`config.mk`:
```
export PLATFORM = sky130hd
export DESIGN_NAME = json_string_escaper_unit
export DESIGN_NICKNAME = d
export VERILOG_FILES = /design/src/rtl/jse_pkg.sv /design/src/rtl/json_string_escaper_unit.sv
export SDC_FILE = /design/constraint.sdc
export NUM_CORES = 1
export LEC_CHECK = 0
export BUFFER_PORTS_ARGS = -buffer_cell sky130_fd_sc_hd__buf_2
export CORE_UTILIZATION = 45
export CTS_CLUSTER_DIAMETER = 80
export CTS_CLUSTER_SIZE = 30
export DETAILED_ROUTE_END_ITERATION = 7
export GPL_TIMING_DRIVEN = 0
export PLACE_DENSITY_LB_ADDON = 0.1
export SYNTH_ARGS = -nofsm -noshare
export SYNTH_HDL_FRONTEND = slang
export SYNTH_SLANG_ARGS = --single-unit
```
`constraint.sdc`:
```
create_clock -name clk -period 3.9 [get_ports clk]
set_input_delay 0.39 -clock clk [delete_from_list [all_inputs] [get_ports clk]]
set_output_delay 0.39 -clock clk [all_outputs]
set_load 0.02 [all_outputs]
```
`src/rtl/jse_pkg.sv`:
```
// Package for the JSON string escaper: character codes, widths and the case-mode codes.
`default_nettype none
package jse_pkg;

	localparam int unsigned ByteW    = 8;
	localparam int unsigned MaxOut   = 8;
	localparam int unsigned MaxBody  = 6;
	localparam int unsigned OutCntW  = $clog2(MaxOut + 1);
	localparam int unsigned OutIdxW  = $clog2(MaxOut);
	localparam int unsigned BodyCntW = $clog2(MaxBody + 1);

	localparam logic [ByteW-1:0] ChQuote     = 8'h22;
	localparam logic [ByteW-1:0] ChBackslash = 8'h5c;
	localparam logic [ByteW-1:0] ChSpace     = 8'h20;
	localparam logic [ByteW-1:0] ChDel       = 8'h7f;
	localparam logic [ByteW-1:0] ChZero      = 8'h30;
	localparam logic [ByteW-1:0] ChOne       = 8'h31;
	localparam logic [ByteW-1:0] ChLowerA    = 8'h61;
	localparam logic [ByteW-1:0] ChLowerZ    = 8'h7a;
	localparam logic [ByteW-1:0] ChUpperA    = 8'h41;
	localparam logic [ByteW-1:0] ChUpperZ    = 8'h5a;
	localparam logic [ByteW-1:0] ChB         = 8'h62;
	localparam logic [ByteW-1:0] ChT         = 8'h74;
	localparam logic [ByteW-1:0] ChN         = 8'h6e;
	localparam logic [ByteW-1:0] ChF         = 8'h66;
	localparam logic [ByteW-1:0] ChR         = 8'h72;
	localparam logic [ByteW-1:0] ChU         = 8'h75;
	localparam logic [ByteW-1:0] ChCaseDiff  = 8'h20;

	localparam logic [ByteW-1:0] CtlBackspace = 8'h08;
	localparam logic [ByteW-1:0] CtlTab       = 8'h09;
	localparam logic [ByteW-1:0] CtlNewline   = 8'h0a;
	localparam logic [ByteW-1:0] CtlFormFeed  = 8'h0c;
	localparam logic [ByteW-1:0] CtlReturn    = 8'h0d;

	typedef enum logic [1:0] {
		CASE_KEEP  = 2'd0,
		CASE_UPPER = 2'd1,
		CASE_LOWER = 2'd2,
		CASE_RSVD  = 2'd3
	} case_mode_t;

	typedef logic [ByteW-1:0] byte_t;

	// Lowercase hex digit for one nibble.
	function automatic byte_t hex_digit(input logic [3:0] nib);
		byte_t d;
		if (nib < 4'd10) begin
			d = ChZero + {4'd0, nib};
		end else begin
			d = ChLowerA + {4'd0, nib} - 8'd10;
		end
		return d;
	endfunction

endpackage
`default_nettype wire

```
`src/rtl/json_string_escaper_unit.sv`:
```
// JSON string escaper: quotes and escapes a byte stream, one output byte per cycle unless stalled.
//
// One input byte is accepted per transfer and expanded in a single pass into up to eight
// output bytes held in a result buffer, which drains on the master side one byte per clock
// while m_tready is high, so plain text streams at one byte per clock when not stalled. A
// short escape gives two output bytes and a \u00xx escape six, plus one for each quote.
// The next input transfer is taken in the same cycle as the last output byte of the previous
// item. Bytes that are dropped (after a zero byte or between strings) give no output but the
// quotes that their flags ask for, and otherwise leave the buffer empty.
// m_tlast marks the last output byte caused by one input byte.
`default_nettype none
module json_string_escaper_unit
	import jse_pkg::*;
(
	input  wire logic             clk,
	input  wire logic             arst_n,
	input  wire logic             s_tvalid,
	output logic                  s_tready,
	input  wire logic [ByteW-1:0] s_tdata,  // [7:0] data_byte
	input  wire logic             s_tlast,  // last_of_string
	input  wire logic [2:0]       s_tuser,  // [0] first_of_string, [2:1] case_mode
	output logic                  m_tvalid,
	input  wire logic             m_tready,
	output logic [ByteW-1:0]      m_tdata,  // [7:0] out_byte
	output logic                  m_tlast   // last_of_run
);

	logic                string_ended_q;
	logic                valid_s1;
	byte_t               buf_s1 [MaxOut];
	logic [OutCntW-1:0]  cnt_s1;
	logic [OutIdxW-1:0]  idx_q;

	logic                in_xfer;
	logic                out_xfer;
	logic                first_in;
	case_mode_t          mode_in;
	byte_t               c_in;
	byte_t               mapped;
	byte_t               body [MaxBody];
	logic [BodyCntW-1:0] body_cnt;
	logic                ended_after_first;
	logic                emit_body;
	logic                ended_next;
	byte_t               exp_bytes [MaxOut];
	logic [OutCntW-1:0]  exp_cnt;
	logic                run_end;

	assign c_in     = s_tdata;
	assign first_in = s_tuser[0];
	assign mode_in  = case_mode_t'(s_tuser[2:1]);

	assign run_end  = ({1'b0, idx_q} + OutCntW'(1)) == cnt_s1;
	assign m_tvalid = valid_s1;
	assign m_tdata  = buf_s1[idx_q];
	assign m_tlast  = run_end;
	assign out_xfer = m_tvalid && m_tready;
	assign s_tready = !valid_s1 || (m_tready && run_end);
	assign in_xfer  = s_tvalid && s_tready;

	always_comb begin
		mapped = c_in;
		case (mode_in)
			CASE_UPPER: begin
				if (c_in >= ChLowerA && c_in <= ChLowerZ) mapped = c_in - ChCaseDiff;
			end
			CASE_LOWER: begin
				if (c_in >= ChUpperA && c_in <= ChUpperZ) mapped = c_in + ChCaseDiff;
			end
			default: mapped = c_in;
		endcase
	end

	// Escape of the byte itself, without the quotes.
	always_comb begin
		for (int i = 0; i < MaxBody; i++) body[i] = ChZero;
		body_cnt = BodyCntW'(1);
		body[0]  = ChBackslash;
		if (c_in == ChQuote || c_in == ChBackslash) begin
			body[1]  = c_in;
			body_cnt = BodyCntW'(2);
		end else if (c_in >= ChSpace) begin
			body[0] = (c_in <= ChDel) ? mapped : c_in;
		end else begin
			body_cnt = BodyCntW'(2);
			case (c_in)
				CtlBackspace: body[1] = ChB;
				CtlTab:       body[1] = ChT;
				CtlNewline:   body[1] = ChN;
				CtlFormFeed:  body[1] = ChF;
				CtlReturn:    body[1] = ChR;
				default: begin
					body[1]  = ChU;
					body[2]  = ChZero;
					body[3]  = ChZero;
					body[4]  = c_in[4] ? ChOne : ChZero;
					body[5]  = hex_digit(c_in[3:0]);
					body_cnt = BodyCntW'(MaxBody);
				end
			endcase
		end
	end

	assign ended_after_first = first_in ? 1'b0 : string_ended_q;
	assign emit_body         = !ended_after_first && (c_in != '0);
	assign ended_next        = s_tlast || ended_after_first || (c_in == '0);

	// Place opening quote, escape and closing quote into consecutive slots.
	always_comb begin
		logic [BodyCntW-1:0] used;
		logic [OutCntW-1:0]  rel;
		used = emit_body ? body_cnt : '0;
		for (int k = 0; k < MaxOut; k++) begin
			exp_bytes[k] = ChQuote;
			rel = OutCntW'(k) - OutCntW'(first_in);
			if (!(first_in && k == 0) && rel < OutCntW'(used)) begin
				exp_bytes[k] = body[rel[2:0]];
			end
		end
		exp_cnt = OutCntW'(first_in) + OutCntW'(used) + OutCntW'(s_tlast);
	end

	// An input transfer only happens with the buffer empty or on its last output transfer.
	always_ff @(posedge clk or negedge arst_n) begin
		if (!arst_n) begin
			string_ended_q <= 1'b0;
			valid_s1       <= 1'b0;
			idx_q          <= '0;
		end else begin
			if (in_xfer) begin
				string_ended_q <= ended_next;
				valid_s1       <= (exp_cnt != '0);
				idx_q          <= '0;
			end else if (out_xfer) begin
				if (run_end) begin
					valid_s1 <= 1'b0;
				end else begin
					idx_q <= idx_q + OutIdxW'(1);
				end
			end
		end
	end

	always_ff @(posedge clk) begin
		if (in_xfer) begin
			buf_s1 <= exp_bytes;
			cnt_s1 <= exp_cnt;
		end
	end

endmodule
`default_nettype wire
```
==> summary.md <==
| Metric | Value |
|---|---|
| Leading area contributor after synthesis | edfxtp_1 |
| Cells after Synth | 324 |
| Leak | 1.52 nW |
| Critical Path RT | 3.97 ns |
| Count of cells resized by post-cts repair | 0 |
| CTS tree | built |
| Post-layout util | 0.527 |
| NetSw | 0.000754 W |
| Syn Area/Cell | 11.0 sq um |
| Dpl cells | 458 |
| Crit-path slowest cell | a21oi_1 |
| R2R cell count | 7 |
| Critical Path Sink Type | flip-flop |
| Synthesized area | 3570 sq um |
| Hold WS | 0.305 ns |
| PwrDens | 527 nW/um^2 |
| IO buf count | 26 |
| Failing checks | DRC |
| Arrival time worst endpoint | 3.47 ns |
| Max-cap violations | 0 |
| Sequential share of the synthesized area | 0.472 |
| Nets | 403 |
| Synth unique cells | 71 |
| Combinational Power Share | 0.383 |
| CTS Buf Count | 9 |
| Max-slew violation count | 0 |
| Yosys top cell area share | 0.437 |
| Largest net degree at the start of global routing | 42 |
| Total length of routed wires | 8.27 mm |
| Global-route usage over all layers | 0.217 |
| Core box area | 7690 sq um |
| Peak Freq | 294 MHz |
| Area delta synth->final | 13.5% |
| Post-synth EDFFs | 52 |
| Min-delay worst type | input pin to flip-flop |
| Root Buffer | clkbuf_8 |
| Yosys warns | 0 |
| CTS Buffer Depth | 2 |
| Die Width | 91.1 um |
| Initial DRC Count | 161 |
| Reg clk slew, reported paths | 0.06 ns |
| Most common cell in the synthesized netlist | edfxtp_1 |
| Vias in the first global route | 2665 |
| Synth top area cells | edfxtp_1, ha_1, mux4_2 |
| Hold endpoint | string_ended_q$_DFFE_PN0P_ |
| Crit-path max cell delay | 0.53 ns |
| GP Congestion | 0.917 |
| Clock Sink Count | 57 |
| Slew HR | 0.535 |
| Post CTS Setup Buffer Count | 0 |
| Worst Tran Pin Value | 0.692 ns |
| GRT Max-Usage Layer | met2 |
| Unrepaired setup endpoints after global routing | false |
| Ports | 27 |
| Clk pwr share | 0.232 |
| Final Setup Violations | 0 |
| DP HPWL | 6.37 mm |
| Pint | 0.00138 W |
| GRT Residual Overflow | 0 |
| Share of synthesized registers carrying an async set or reset | 0.0877 |
| Ys flop type | edfxtp_1 |
| Worst Path Max Fanout | 10 |
| Tcrit/Tclk final | 0.871 |
| Register share of total power | 0.385 |
| Worst VDD drop | 172 uV |
| Detailed-route wire length per cell | 17.4 um |
| Seq cells post-synth | 57 |
| Area of the die | 8290 sq um |
| Post-synth top cells | edfxtp_1, inv_1, ha_1, nand2_1 |
| Starting density of the core | 0.464 |
| Final Critical Period | 3.40 ns |
| Reg2Reg Capture Point | buf_s1[22]$_SDFFCE_PP0P_ |
| R2r setup slk | 1.17 ns |
| Clock Latency Late Sink | 0.33 ns |
| Via density | 5.74 |
| Switch share | 0.353 |
| Row Count | 32 |
| Layout cell share with drive strength beyond 1 | 0.199 |
| Hold Vio Cnt, Final | 0 |
| H-tree depth | 3 |
| Diode count | 0 |
| GR met3 Demand/Resource | 0.0461 |
| Setup Skew | 0.00822 ns |
| Hold path cells | 2 |
| Reg2reg start | idx_q[1]$_DFFE_PN0P_ |
| First-pass GRT wire length | 13.6 mm |
| Number of nets with antenna violations after routing | 0 |
| Worst setup path class | input pin to flip-flop |
| Status | finished, violations left |
| Hold path start | s_tvalid |
| Met1 Resource Use GR | 0.291 |
| DRC viols | 1 |
| Startpoint Class | input pin |
| Setup TNS | 0 ns |
| Layout Cells excl Fill | 474 |
| Initial antenna violation count | 0 |
| Die H | 91.1 um |
| TritonRoute pass-1 iters | 7 |
| GR Layer Usage met2 | 0.345 |
| DR vias | 2720 |
| CP cell instances | buf_2 -> inv_1 -> ha_1 -> nand2_1 -> or4_1 -> buf_2 -> nand3_2 -> buf_6 -> nand2_1 -> ha_1 -> a21oi_1 -> o21ai_1 -> or2_1 |
-- placed cells by master, fill, tap and decap left out, types with 4 or more instances in the layout --
master	n
edfxtp_1	52
buf_2	33
inv_1	25
nand2_1	18
ha_1	18
nor2_1	16
a21oi_1	16
o21ai_0	13
nand3_1	10
nor3_1	10
clkbuf_8	9
nand2b_1	7
mux4_2	7
mux2i_1	7
o22ai_1	7
a31oi_1	7
conb_1	7
clkbuf_1	6
a21o_1	5
dfrtp_1	5
or3_1	4
-- per-layer routing --
layer  part of all wire  vias up  wire, um
li1                   -     1321         -
met1               0.46     1301      3840
met2               0.47       83      3900
met3              0.043       15       354
met4              0.022        0       178
met5                  0        -         0
-- state kept, by name (all words and copies together), names as in the netlist --
register,count
cnt_s1,4
idx_q,3
m_tvalid,1
buf_s1,48
string_ended_q,1
-- critical path: cells and delay by family --
family                   cells  cell delay, ns
AO/OA/AOI/OAI                2            0.79
adder cells (fa/ha/maj)      2            0.61
buffers and inverters        4            0.69
AND/OR/NAND/NOR              5            0.99
-- per-stage QoR --
stage                     power (W)  setup slack (ns)  cell area (sq um)
after CTS                   0.00216             0.544               4050
after global routing        0.00226             0.339               4050
final                       0.00214             0.503               4050
after global placement      0.00165            0.0394               3850
after floorplan             0.00141             0.346               3590
after detailed placement    0.00166             0.212               3870
-- power by group through the flow --
stage | clock network (W) | logic (W) | registers, W
2_1_floorplan | 0 | 0.000588 | 0.000826
3_3_place_gp | 0 | 0.000809 | 0.000841
3_5_place_dp | 0 | 0.000826 | 0.000836
4_1_cts | 0.000501 | 0.000831 | 0.000824
5_1_grt | 0.000529 | 0.000897 | 0.000832
6_report | 0.000497 | 0.000818 | 0.000823
-- kinds of logic (layout without fill, tap and decap cells) --
group           after synthesis  count (layout)  synth area share
other cells                   2               7           0.00210
flops                        57              57             0.472
simple gates                 97              97             0.155
fa+ha+maj                    19              19            0.0687
compound gates               84              84             0.165
mux                          17              17            0.0733
buf+inv                      43              86            0.0508
xor+xnor                      5               5            0.0123
-- worst max-delay path by stage --
| stage | startpoint | endpoint | slack [ns] | cells after the start |
|---|---|---|---|---|
| 6_report | s_tdata[1] | buf_s1[45]$_SDFFCE_PP1P_ | 0.50 | 13 |
| 5_1_grt | s_tdata[1] | buf_s1[45]$_SDFFCE_PP1P_ | 0.34 | 13 |
| 4_1_cts | s_tdata[1] | buf_s1[45]$_SDFFCE_PP1P_ | 0.54 | 13 |
| 3_5_place_dp | s_tdata[1] | buf_s1[45]$_SDFFCE_PP1P_ | 0.21 | 13 |
| 3_3_place_gp | idx_q[1]$_DFFE_PN0P_ | buf_s1[30]$_SDFFCE_PP0P_ | 0.04 | 6 |
| 2_1_floorplan | idx_q[1]$_DFFE_PN0P_ | buf_s1[10]$_SDFFCE_PP0P_ | 0.35 | 6 |
-- repair_timing --
action | in CTS | in global routing
hold endpoints to repair | 5 | 0
endpoints found under the setup margin | 0 | 0
hold buffers | 1 | 0
-- final cells by class --
cell class | instances | area (sq um)
inverters | 27 | 101
fillers | 734 | 3630
well taps | 102 | 128
clock inverters | 5 | 47.5
clock buffers | 10 | 128
flip-flops and latches | 57 | 1690
multi-input cells | 229 | 1720
plain buffers | 16 | 80.1
repair buffers | 28 | 160
No activity file was read; power rests on OpenSTA's default activity.
